### config.mk
export PLATFORM = sky130hd
export DESIGN_NAME = note_envelope_shaper
export DESIGN_NICKNAME = d
export VERILOG_FILES = /design/src/rtl/core/nes_pkg.sv /design/src/rtl/core/nes_ctrl.sv /design/src/rtl/core/nes_dpath.sv /design/src/rtl/core/note_envelope_shaper.sv
export SDC_FILE = /design/constraint.sdc
export NUM_CORES = 2
export LEC_CHECK = 0
export BUFFER_PORTS_ARGS = -buffer_cell sky130_fd_sc_hd__buf_2
export CAP_MARGIN = 20
export CORE_AREA = 2 2 336 338
export CTS_CLUSTER_SIZE = 10
export DETAILED_ROUTE_END_ITERATION = 8
export DIE_AREA = 0 0 338 340
export GPL_TIMING_DRIVEN = 1
export HOLD_SLACK_MARGIN = 0.06
export PLACE_DENSITY = 0.71
export SYNTH_ARGS = -nofsm -noshare
export SYNTH_HDL_FRONTEND = slang
export SYNTH_SLANG_ARGS = --single-unit
### constraint.sdc
create_clock -name clk_i -period 9.28 [get_ports clk_i]
set_input_delay 0.928 -clock clk_i [delete_from_list [all_inputs] [get_ports clk_i]]
set_output_delay 0.928 -clock clk_i [all_outputs]
set_load 0.1 [all_outputs]
### src/rtl/core/nes_pkg.sv
// Shared constants, types and control structs for the note envelope shaper.
package nes_pkg;

  localparam int SAMPLE_RATE  = 44100;
  localparam int SAMPLE_BITS  = 16;
  localparam int REG_W        = 24;
  localparam int CFG_IDX_W    = 2;
  // 0.07 s rounded to the nearest sample
  localparam int SHORT_ATTACK = (SAMPLE_RATE * 7 + 50) / 100;
  // numerator and divisor span: up to 3 * release or attack + decay
  localparam int NUM_W        = REG_W + 2;
  localparam int QUO_W        = SAMPLE_BITS;
  localparam int PROD_W       = SAMPLE_BITS + NUM_W;
  localparam int DIV_STEPS    = QUO_W;
  localparam int CNT_W        = $clog2(DIV_STEPS);
  localparam int LANES        = 2;

  localparam logic [REG_W-1:0] NOTE_RST    = REG_W'(22050);
  localparam logic [REG_W-1:0] ATTACK_RST  = REG_W'(4410);
  localparam logic [REG_W-1:0] DECAY_RST   = REG_W'(17640);
  localparam logic [REG_W-1:0] RELEASE_RST = REG_W'(5072);

  typedef enum logic [CFG_IDX_W-1:0] {
    REG_NOTE    = 2'd0,
    REG_ATTACK  = 2'd1,
    REG_DECAY   = 2'd2,
    REG_RELEASE = 2'd3
  } cfg_reg_e;

  typedef enum logic [5:0] {
    ST_IDLE = 6'b000001,
    ST_PREP = 6'b000010,
    ST_SEL  = 6'b000100,
    ST_MUL  = 6'b001000,
    ST_DIV  = 6'b010000,
    ST_OUT  = 6'b100000
  } state_e;

  typedef struct packed {
    logic load;
    logic prep;
    logic sel;
    logic mul;
    logic step;
    logic out_load;
  } ctrl_cmd_t;

  typedef struct packed {
    logic div_done;
  } dp_status_t;

endpackage

### src/rtl/core/nes_ctrl.sv
// Sequencer for the envelope shaper: handshakes and datapath commands.
module nes_ctrl (
  input  logic                clk_i,
  input  logic                rst_ni,
  input  logic                in_valid_i,
  output logic                in_stall_o,
  output logic                out_valid_o,
  input  logic                out_stall_i,
  input  nes_pkg::dp_status_t status_i,
  output nes_pkg::ctrl_cmd_t  cmd_o
);

  nes_pkg::state_e state_q, state_d;
  logic            out_valid_q, out_valid_d;
  logic            out_free;

  assign out_free = !out_valid_q || !out_stall_i;

  always_comb begin
    state_d = state_q;
    cmd_o   = '0;
    unique case (state_q)
      nes_pkg::ST_IDLE: begin
        if (in_valid_i) begin
          cmd_o.load = 1'b1;
          state_d    = nes_pkg::ST_PREP;
        end
      end
      nes_pkg::ST_PREP: begin
        cmd_o.prep = 1'b1;
        state_d    = nes_pkg::ST_SEL;
      end
      nes_pkg::ST_SEL: begin
        cmd_o.sel = 1'b1;
        state_d   = nes_pkg::ST_MUL;
      end
      nes_pkg::ST_MUL: begin
        cmd_o.mul = 1'b1;
        state_d   = nes_pkg::ST_DIV;
      end
      nes_pkg::ST_DIV: begin
        cmd_o.step = 1'b1;
        if (status_i.div_done) state_d = nes_pkg::ST_OUT;
      end
      nes_pkg::ST_OUT: begin
        // wait until the output register is empty or being drained
        if (out_free) begin
          cmd_o.out_load = 1'b1;
          state_d        = nes_pkg::ST_IDLE;
        end
      end
      default: state_d = nes_pkg::ST_IDLE;
    endcase
  end

  always_comb begin
    out_valid_d = out_valid_q;
    if (out_valid_q && !out_stall_i) out_valid_d = 1'b0;
    if (cmd_o.out_load) out_valid_d = 1'b1;
  end

  always_ff @(posedge clk_i or negedge rst_ni) begin
    if (!rst_ni) begin
      state_q     <= nes_pkg::ST_IDLE;
      out_valid_q <= 1'b0;
    end else begin
      state_q     <= state_d;
      out_valid_q <= out_valid_d;
    end
  end

  assign in_stall_o  = (state_q != nes_pkg::ST_IDLE);
  assign out_valid_o = out_valid_q;

endmodule

### src/rtl/core/nes_dpath.sv
// Envelope datapath: registers, time counter, gain select, multiply, serial divide.
module nes_dpath (
  input  logic                                  clk_i,
  input  logic                                  rst_ni,
  input  logic                                  cfg_we_i,
  input  logic [nes_pkg::CFG_IDX_W-1:0]         cfg_idx_i,
  input  logic [nes_pkg::REG_W-1:0]             cfg_data_i,
  input  logic                                  restart_i,
  input  logic signed [nes_pkg::SAMPLE_BITS-1:0] left_in_i,
  input  logic signed [nes_pkg::SAMPLE_BITS-1:0] right_in_i,
  input  nes_pkg::ctrl_cmd_t                    cmd_i,
  output nes_pkg::dp_status_t                   status_o,
  output logic signed [nes_pkg::SAMPLE_BITS-1:0] left_out_o,
  output logic signed [nes_pkg::SAMPLE_BITS-1:0] right_out_o,
  output logic                                  sounding_o
);

  localparam int RW = nes_pkg::REG_W;
  localparam int NW = nes_pkg::NUM_W;
  localparam int SB = nes_pkg::SAMPLE_BITS;
  localparam int QW = nes_pkg::QUO_W;
  localparam int PW = nes_pkg::PROD_W;
  localparam int CW = nes_pkg::CNT_W;
  localparam int NL = nes_pkg::LANES;

  // configuration and time state
  logic [RW-1:0] note_q, attack_q, decay_q, release_q;
  logic [RW-1:0] time_q, time_d;

  // effective lengths after the short-note rules
  logic [RW-1:0] te_q, ae_q, re_q, dce_q;
  logic          sound_q;

  logic [NW-1:0] num_q, den_q;
  logic [SB-1:0] x_q   [NL];
  logic [SB-1:0] mag_q [NL];
  logic          neg_q [NL];
  logic [NW-1:0] rem_q [NL];
  logic [QW-1:0] lo_q  [NL];
  logic [CW-1:0] cnt_q;
  logic [SB-1:0] y_q   [NL];
  logic          sounding_q;

  // prep stage
  logic [RW+2:0] d_x5;
  logic          short5, short2;
  logic [RW-1:0] a_s, r_s, dc_s, a_e, r_e, te_d;
  logic          sound_d;

  always_comb begin
    d_x5   = {1'b0, note_q, 2'b00} + {3'b000, note_q};
    short5 = d_x5 < (RW+3)'(nes_pkg::SAMPLE_RATE);
    short2 = {note_q, 1'b0} < (RW+1)'(nes_pkg::SAMPLE_RATE);
    a_s    = short5 ? RW'(nes_pkg::SHORT_ATTACK) : attack_q;
    r_s    = release_q;
    dc_s   = decay_q;
    if (short2) begin
      dc_s = '0;
      r_s  = (a_s < note_q) ? note_q - a_s : RW'(1);
    end
    a_e     = (a_s == '0) ? RW'(1) : a_s;
    r_e     = (r_s == '0) ? RW'(1) : r_s;
    te_d    = (time_q < note_q) ? time_q : note_q;
    time_d  = (time_q < note_q) ? time_q + RW'(1) : note_q;
    sound_d = time_d < note_q;
  end

  // segment select stage
  logic          rel, in_att, in_dec;
  logic [RW-1:0] since_a;
  logic [NW-1:0] since_x3, dc_x2, r_x3, num_d, den_d;

  always_comb begin
    rel      = ({1'b0, te_q} + {1'b0, re_q}) > {1'b0, note_q};
    in_att   = te_q < ae_q;
    since_a  = te_q - ae_q;
    since_x3 = {1'b0, since_a, 1'b0} + {2'b00, since_a};
    dc_x2    = {1'b0, dce_q, 1'b0};
    in_dec   = since_x3 < dc_x2;
    r_x3     = {1'b0, re_q, 1'b0} + {2'b00, re_q};
    if (rel) begin
      num_d = NW'(note_q - te_q);
      den_d = (dce_q != '0) ? r_x3 : {2'b00, re_q};
    end else if (in_att) begin
      num_d = {2'b00, te_q};
      den_d = {2'b00, ae_q};
    end else if (in_dec) begin
      num_d = {2'b00, ae_q} + {2'b00, dce_q} - {2'b00, te_q};
      den_d = {2'b00, dce_q};
    end else begin
      // sustain at one third
      num_d = NW'(1);
      den_d = NW'(3);
    end
  end

  // multiply and restoring divide, one lane per channel
  logic [PW-1:0] prod  [NL];
  logic [NW:0]   trial [NL];
  logic          ge    [NL];
  logic [SB-1:0] y_d   [NL];

  always_comb begin
    for (int i = 0; i < NL; i++) begin
      prod[i]  = {{NW{1'b0}}, mag_q[i]} * {{SB{1'b0}}, num_q};
      trial[i] = {rem_q[i], lo_q[i][QW-1]};
      ge[i]    = trial[i] >= {1'b0, den_q};
      y_d[i]   = neg_q[i] ? SB'(~lo_q[i] + 1'b1) : SB'(lo_q[i]);
    end
  end

  assign status_o.div_done = (cnt_q == CW'(nes_pkg::DIV_STEPS - 1));

  always_ff @(posedge clk_i or negedge rst_ni) begin
    if (!rst_ni) begin
      note_q    <= nes_pkg::NOTE_RST;
      attack_q  <= nes_pkg::ATTACK_RST;
      decay_q   <= nes_pkg::DECAY_RST;
      release_q <= nes_pkg::RELEASE_RST;
      time_q    <= '0;
      cnt_q     <= '0;
    end else begin
      if (cfg_we_i) begin
        unique case (nes_pkg::cfg_reg_e'(cfg_idx_i))
          nes_pkg::REG_NOTE:    note_q    <= cfg_data_i;
          nes_pkg::REG_ATTACK:  attack_q  <= cfg_data_i;
          nes_pkg::REG_DECAY:   decay_q   <= cfg_data_i;
          nes_pkg::REG_RELEASE: release_q <= cfg_data_i;
          default: ;
        endcase
      end
      if (cmd_i.load && restart_i) time_q <= '0;
      if (cmd_i.prep) time_q <= time_d;
      if (cmd_i.mul) cnt_q <= '0;
      else if (cmd_i.step) cnt_q <= cnt_q + CW'(1);
    end
  end

  always_ff @(posedge clk_i) begin
    if (cmd_i.load) begin
      x_q[0] <= left_in_i;
      x_q[1] <= right_in_i;
    end
    if (cmd_i.prep) begin
      te_q    <= te_d;
      ae_q    <= a_e;
      re_q    <= r_e;
      dce_q   <= dc_s;
      sound_q <= sound_d;
    end
    if (cmd_i.sel) begin
      num_q <= num_d;
      den_q <= den_d;
      for (int i = 0; i < NL; i++) begin
        neg_q[i] <= x_q[i][SB-1];
        mag_q[i] <= x_q[i][SB-1] ? ~x_q[i] + 1'b1 : x_q[i];
      end
    end
    for (int i = 0; i < NL; i++) begin
      if (cmd_i.mul) begin
        // quotient fits in QW bits, so the upper part starts below the divisor
        rem_q[i] <= prod[i][PW-1:QW];
        lo_q[i]  <= prod[i][QW-1:0];
      end else if (cmd_i.step) begin
        rem_q[i] <= ge[i] ? NW'(trial[i] - {1'b0, den_q}) : trial[i][NW-1:0];
        lo_q[i]  <= {lo_q[i][QW-2:0], ge[i]};
      end
      if (cmd_i.out_load) y_q[i] <= y_d[i];
    end
    if (cmd_i.out_load) sounding_q <= sound_q;
  end

  assign left_out_o  = y_q[0];
  assign right_out_o = y_q[1];
  assign sounding_o  = sounding_q;

endmodule

### src/rtl/core/note_envelope_shaper.sv
// Note envelope shaper: ADSR-style gain on a stereo sample pair per item.
// Each item passes through prep, select, multiply, 16 restoring-divide steps on the
// shared divisor and output load before its result is valid in the output register.
// Items do not overlap: a new item waits until the last has left the serial divide loop
// and been loaded; the next item is taken while a finished result waits in the output register.
// Reset clears the sample-time counter and restores the register defaults.
module note_envelope_shaper (
  input  logic                                   clk_i,
  input  logic                                   rst_ni,
  input  logic                                   cfg_we_i,
  input  logic [nes_pkg::CFG_IDX_W-1:0]          cfg_idx_i,
  input  logic [nes_pkg::REG_W-1:0]              cfg_data_i,
  input  logic                                   in_valid_i,
  output logic                                   in_stall_o,
  input  logic                                   restart_i,
  input  logic signed [nes_pkg::SAMPLE_BITS-1:0] left_in_i,
  input  logic signed [nes_pkg::SAMPLE_BITS-1:0] right_in_i,
  output logic                                   out_valid_o,
  input  logic                                   out_stall_i,
  output logic signed [nes_pkg::SAMPLE_BITS-1:0] left_out_o,
  output logic signed [nes_pkg::SAMPLE_BITS-1:0] right_out_o,
  output logic                                   sounding_o
);

  nes_pkg::ctrl_cmd_t  cmd;
  nes_pkg::dp_status_t status;

  nes_ctrl u_ctrl (
    .clk_i       (clk_i),
    .rst_ni      (rst_ni),
    .in_valid_i  (in_valid_i),
    .in_stall_o  (in_stall_o),
    .out_valid_o (out_valid_o),
    .out_stall_i (out_stall_i),
    .status_i    (status),
    .cmd_o       (cmd)
  );

  nes_dpath u_dpath (
    .clk_i       (clk_i),
    .rst_ni      (rst_ni),
    .cfg_we_i    (cfg_we_i),
    .cfg_idx_i   (cfg_idx_i),
    .cfg_data_i  (cfg_data_i),
    .restart_i   (restart_i),
    .left_in_i   (left_in_i),
    .right_in_i  (right_in_i),
    .cmd_i       (cmd),
    .status_o    (status),
    .left_out_o  (left_out_o),
    .right_out_o (right_out_o),
    .sounding_o  (sounding_o)
  );

  // an accepted item keeps the input side busy while it is worked on
  a_busy_after_accept: assert property (@(posedge clk_i) disable iff (!rst_ni)
    in_valid_i && !in_stall_o |=> in_stall_o)
    else $error("input taken again right after an accept");

  // a new result only appears at the end of work in progress
  a_result_from_work: assert property (@(posedge clk_i) disable iff (!rst_ni)
    $rose(out_valid_o) |-> $past(in_stall_o) && !$past(cmd.load))
    else $error("result without an item in flight");

  // an output load only follows a divide step or a busy cycle without an output load
  a_done_in_div: assert property (@(posedge clk_i) disable iff (!rst_ni)
    cmd.out_load |-> $past(cmd.step) || $past(cmd.out_load == 1'b0 && in_stall_o))
    else $error("output load outside the divide sequence");

endmodule

# Yosys cells after proc, flatten, opt, wreduce, memory -nomap -nowiden

Memory sizes are Yosys's and may differ from the RTL's.
Index checks and enable logic that the tools add are counted.

Register bits: 281
Memory bits (writable): 182
Bits of input ports: 64
Output and inout port bits: 35
Logic and storage cells: 141
Memories kept: 6

Memories:

| memory        | depth | width | read ports | clocked after memory_dff | wr ports | line            | source |
|---|---|---|---|---|---|---|---|
| u_dpath.rem_q | 2     | 26    | 2          | 0                        | 2        | nes_dpath.sv:38 | `logic [NW-1:0] rem_q [NL];` |
| u_dpath.lo_q  | 2     | 16    | 2          | 0                        | 2        | nes_dpath.sv:39 | `logic [QW-1:0] lo_q [NL];` |
| u_dpath.mag_q | 2     | 16    | 2          | 0                        | 2        | nes_dpath.sv:36 | `logic [SB-1:0] mag_q [NL];` |
| u_dpath.x_q   | 2     | 16    | 2          | 0                        | 2        | nes_dpath.sv:35 | `logic [SB-1:0] x_q [NL];` |
| u_dpath.y_q   | 2     | 16    | 2          | 0                        | 2        | nes_dpath.sv:41 | `logic [SB-1:0] y_q [NL];` |
| u_dpath.neg_q | 2     | 1     | 2          | 0                        | 2        | nes_dpath.sv:37 | `logic neg_q [NL];` |

Add/subtract/negate cells: 17
$mul: 2
Order comparisons: 10
Equal/unequal tests: 14
Muxes and demuxes: 51
Bitwise gates (word level): 8
Reductions and logical operators: 17

Operator list:

| cell                                                         | number |
|---|---|
| 2-to-1 mux 26 bit                                            | 10 |
| 2-to-1 mux 24 bit                                            | 8 |
| less-than comparator 24 bit                                  | 4 |
| 2-to-1 mux 16 bit                                            | 6 |
| multiplier 16 x 26 -> 42 bit                                 | 2 |
| adder 16 x 1 -> 16 bit, second input constant                | 4 |
| NOT 16 bit                                                   | 4 |
| >= comparator 27 x 26 -> 1 bit                               | 2 |
| adder 25 x 24 -> 26 bit                                      | 2 |
| subtractor 26 bit                                            | 2 |
| adder 24 x 24 -> 25 bit                                      | 2 |
| zero test 24 bit                                             | 2 |
| subtractor 24 bit                                            | 2 |
| case mux 6 bit (6 select lines)                              | 1 |
| adder 26 x 24 -> 27 bit                                      | 1 |
| less-than comparator 27 x 16 -> 1 bit, second input constant | 1 |
| less-than comparator 26 x 25 -> 1 bit                        | 1 |
| subtractor 26 x 24 -> 26 bit                                 | 1 |
| greater-than comparator 25 x 24 -> 1 bit                     | 1 |
| less-than comparator 25 x 16 -> 1 bit, second input constant | 1 |
| subtractor 24 x 24 -> 25 bit                                 | 1 |
| adder 24 x 1 -> 24 bit, second input constant                | 1 |
| nonzero test 24 bit                                          | 1 |
| 2-to-1 mux 1 bit                                             | 21 |
| 23 further kinds                                             | 38 |

# Longest topological paths before layout

Depth in word-level cells: 7
Mapped depth: 33

# Hierarchy

From an unflattened synthesis, not the netlist that was laid out.

Cell total of the unflattened synthesis: 6440
Area total of the unflattened synthesis: 59652.2 um^2

By module, submodules not included:

| module    | instances | cells each | area an instance (um^2) |
|---|---|---|---|
| nes_dpath | 1         | 6389       | 59215.5 |
| nes_ctrl  | 1         | 51         | 436.7 |

# Least setup slack after synthesis

OpenSTA, ideal clock, no wires.

Path type: reg2reg
Start: register u_ctrl.state_q[5]
End: register u_dpath.den_q[0], enable pin
Arrival time: 7.300 ns
Data required time: 8.624 ns
Slack: 1.323 ns
Stages on the path, launching flop included: 3
Path buffers: 0
Path through: dfrtp_1 -> or4_1 -> nor3b_1

Cells in the longest elaborated chain, start to end: 2

RTL lines:

| element                      | line             | source |
|---|---|---|
| start: declaration           | nes_ctrl.sv:13   | `nes_pkg::state_e state_q, state_d;` |
| start signal: assignment     | nes_ctrl.sv:64   | `state_q <= nes_pkg::ST_IDLE;` |
| start signal: assignment     | nes_ctrl.sv:67   | `state_q <= state_d;` |
| equality test 6 x 3 -> 1 bit | nes_ctrl.sv:22   | `unique case (state_q)` |
| 2-to-1 mux 1 bit             | nes_ctrl.sv:22   |  |
| end signal: assignment       | nes_dpath.sv:153 | `den_q <= den_d;` |
| end: declaration             | nes_dpath.sv:34  | `logic [NW-1:0] num_q, den_q;` |

Every way passes these cells.
A chain may end at the register's enable or synchronous reset.

==> results.sh <==
export IMPL_worst_path_most_repeated_cell="fa_1"
export IMPL_overflow=0
export IMPL_antenna_found_initial=6
export IMPL_dp_hpwl_um=144000
export IMPL_endpoint_kind="flop"
export IMPL_crit_start="u_dpath.num_q[16]$_DFFE_PP_"
export IMPL_final_nets=7927
export IMPL_path_class="flop to flop"
export IMPL_postRouteAntennaNets=0
export IMPL_clock_sinks=463
export IMPL_synth_warnings=0
export IMPL_place_congestion=0.993
export IMPL_post_drt_wl_per_cell_um=22.3
export IMPL_drtIter0Drc=3855
export IMPL_cts_made_buffers=59
export IMPL_ys_flop_type="edfxtp_1"
export IMPL_dp_slack_ns=1.66
export IMPL_tritoncts="done"
export IMPL_remaining_drc_errors=0
export IMPL_clockBufferDepth=3
export IMPL_ys_types=87
export IMPL_vias_per_cell=6.01
export IMPL_grt_max_degree=93
export IMPL_cts_root_buf="clkbuf_16"
export IMPL_period_share_pct=82.1
export IMPL_ys_ff_latch=463
export IMPL_syn2layout_area_growth_pct=6.98
export IMPL_period_minus_slack_ns=7.62
export IMPL_hold_viol=0
export IMPL_reg2reg_to="u_dpath.rem_q[0][18]$_DFFE_PP_"
export IMPL_io_pins=99
export IMPL_core_mm2=0.112
export IMPL_fmax_mhz=131
export IMPL_clk_latency_ns=0.73
export IMPL_rsz0062_at_grt="false"
export IMPL_grt_pass1_wl_um=283000
export IMPL_ctsHoldBuffers=0
export IMPL_timing_setup_tns_ns=0
export IMPL_startpoint_type="flop"
export IMPL_rr_startpoint="u_dpath.num_q[16]$_DFFE_PP_"
export IMPL_die_area_mm2=0.115
export IMPL_crit_chain="buf_4, nand2_1, fa_1, inv_1, fa_1, inv_1, fa_1, fa_1, inv_1, fa_1, fa_1, ha_1, a21o_1, a31oi_1, o221ai_1, a41oi_1, o21ai_1, a41oi_1, xnor2_1, a2bb2oi_1, o21ai_0"
export IMPL_maxCapViolCount=0
export IMPL_htreeDepth=2
export IMPL_port_buffers=98
export IMPL_drt_wl_total_um=181000
export IMPL_syn_mean_instance_area_um2=9.20
export IMPL_fin_skew_ns=0.0835
export IMPL_cts_resized=0
export IMPL_die_w_um=338
export IMPL_run_status="finished, final reports clean"
export IMPL_final_common_cell="nand2_1"
export IMPL_worst_slew_pin_slew_ns=1.19
export IMPL_hp_class="input pin to asynchronous set/reset pin"
export IMPL_drive_above_1_share_pct=6.71
export IMPL_crit_path_max_incr_delay_ns=0.85
export IMPL_yosysSeqAreaShare_pct=21.9
export IMPL_row_count=123
export IMPL_synth_async_sr_flop_share_pct=28.3
export IMPL_synth_cells=6596
export IMPL_r2r_slack_ns=1.66
export IMPL_clk_pin_slew_worst_paths_ns=0.06
export IMPL_post_route_worst_setup_slack_ns=1.66
export IMPL_synth_area_mm2=0.0607
export IMPL_required_ns=9.68
export IMPL_first_pass_iters=9
export IMPL_syn_num_nets=7934
export IMPL_report_final_setup_viol=0
export IMPL_path_max_fanout=22
export IMPL_post_cts_setup_buffers=0
export IMPL_drv_slew=0
export IMPL_grt_pass1_vias=50400
export IMPL_crit_slowest_cell="edfxtp_1"
export IMPL_vias=48900
export IMPL_layout_common_cells="nand2_1 (939), inv_1 (884), fa_1 (679)"
export IMPL_start_util_pct=54.4
export IMPL_grt_total_usage_pct=31.9
export IMPL_crit_arrival_ns=8.02
export IMPL_die_h_um=340
export IMPL_max_slew_margin_rel_pct=21.0
export IMPL_reg2reg_depth=21
export IMPL_synth_edf_count=332
[per-stage QoR]
stage / cell area [µm²] / hold slack (ns) / utilization, % / std cells
after detailed placement: 62900 / 0.430 / 56.3 / 8018
after CTS: 64700 / 0.225 / 58.0 / 8121
after floorplan: 60700 / 0.400 / - / 6596
final: 64900 / 0.213 / 58.2 / 8133
after global placement: 62700 / 0.430 / 56.2 / 8012
after global routing: 64900 / 0.275 / 58.2 / 8132
[flip-flops by register name, indices dropped and copies added (netlist names)]
name	cells
u_dpath.rem_q	52
u_dpath.lo_q	32
u_dpath.mag_q	32
u_dpath.x_q	32
u_dpath.y_q	32
u_dpath.den_q	26
u_dpath.num_q	26
u_dpath.ae_q	24
u_dpath.attack_q	24
u_dpath.dce_q	24
u_dpath.decay_q	24
u_dpath.note_q	24
u_dpath.re_q	24
u_dpath.release_q	24
u_dpath.te_q	24
u_dpath.time_q	24
u_ctrl.state_q	6
u_dpath.cnt_q	4
u_dpath.neg_q	2
u_ctrl.out_valid_o	1
u_dpath.sound_q	1
u_dpath.sounding_o	1
[worst max-delay path, delay by kind of cell (launching register included)]
| kind | cells | cell delay (ns) |
|---|---|---|
| flip-flops | 1 | 0.85 |
| AND/OR/NAND/NOR | 1 | 0.14 |
| AO/OA/AOI/OAI | 8 | 1.95 |
| XOR/XNOR | 1 | 0.21 |
| buffers and inverters | 4 | 0.65 |
| adder cells (fa/ha/maj) | 7 | 3.49 |
[final cells by class]
cell class                      count  area [µm²]
Antenna cell                        2        5.00
Timing Repair Buffer              199        1500
Clock buffer                       86        1630
Clock inverter                     17         201
Inverter                          884        3320
Tap cell                         1500        1880
Multi-Input combinational cell   4982       43100
Fill cell                        9750       46600
Sequential cell                   463       13300
[cell usage after synthesis, types with 25 or more instances]
master	number	area, µm²
a21o_1	141	1060
nand4_1	45	282
nand3_1	69	345
nand2_1	939	3520
dfrtp_1	106	2650
o21ai_0	315	1580
clkbuf_1	236	886
nand2b_1	68	425
nor3_1	80	400
o211ai_1	35	263
o21a_1	59	443
xnor2_1	250	2190
mux2_2	80	901
nor4_1	39	244
or3_1	28	175
a211oi_1	36	270
o31ai_1	37	278
nor2b_1	71	444
dfstp_2	25	657
and3_1	28	175
and2_1	273	1710
ha_1	595	7440
o21bai_1	37	278
fa_1	679	13600
a31oi_1	35	219
a221oi_1	37	324
mux2i_1	48	480
xor2_1	101	885
a21oi_1	334	1670
inv_1	884	3320
a22o_1	41	359
edfxtp_1	332	9970
nor2_1	223	837
[cells by family after synthesis]
logic type | after synthesis | synth area share [%]
buffers and inverters | 1151 | 7.19
AO/OA/AOI/OAI | 1286 | 13.8
flip-flops | 463 | 21.9
XOR/XNOR | 351 | 5.07
multiplexers | 128 | 2.28
AND/OR/NAND/NOR | 1943 | 15.1
adder cells (fa/ha/maj) | 1274 | 34.7
[metal layers]
metal,vias to the layer above,GRT usage (%),wire (µm)
li1,22200,-,-
met1,24100,39.7,69800
met2,2025,52.7,85800
met3,534,4.88,13600
met4,8,18.7,12000
met5,-,0,45
[worst max path at each step]
stage                                                 to  slack, ns
after floorplan               u_dpath.den_q[0]$_DFFE_PP_       1.32
after global placement    u_dpath.rem_q[0][18]$_DFFE_PP_       1.77
after detailed placement  u_dpath.rem_q[0][18]$_DFFE_PP_       1.66
after CTS                 u_dpath.rem_q[0][18]$_DFFE_PP_       1.63
after global routing         u_dpath.num_q[11]$_DFFE_PP_       1.09
final                     u_dpath.rem_q[0][18]$_DFFE_PP_       1.66
Power is not shown: default switching activity piles up to over one toggle a cycle in this logic, so the estimate is an artifact.
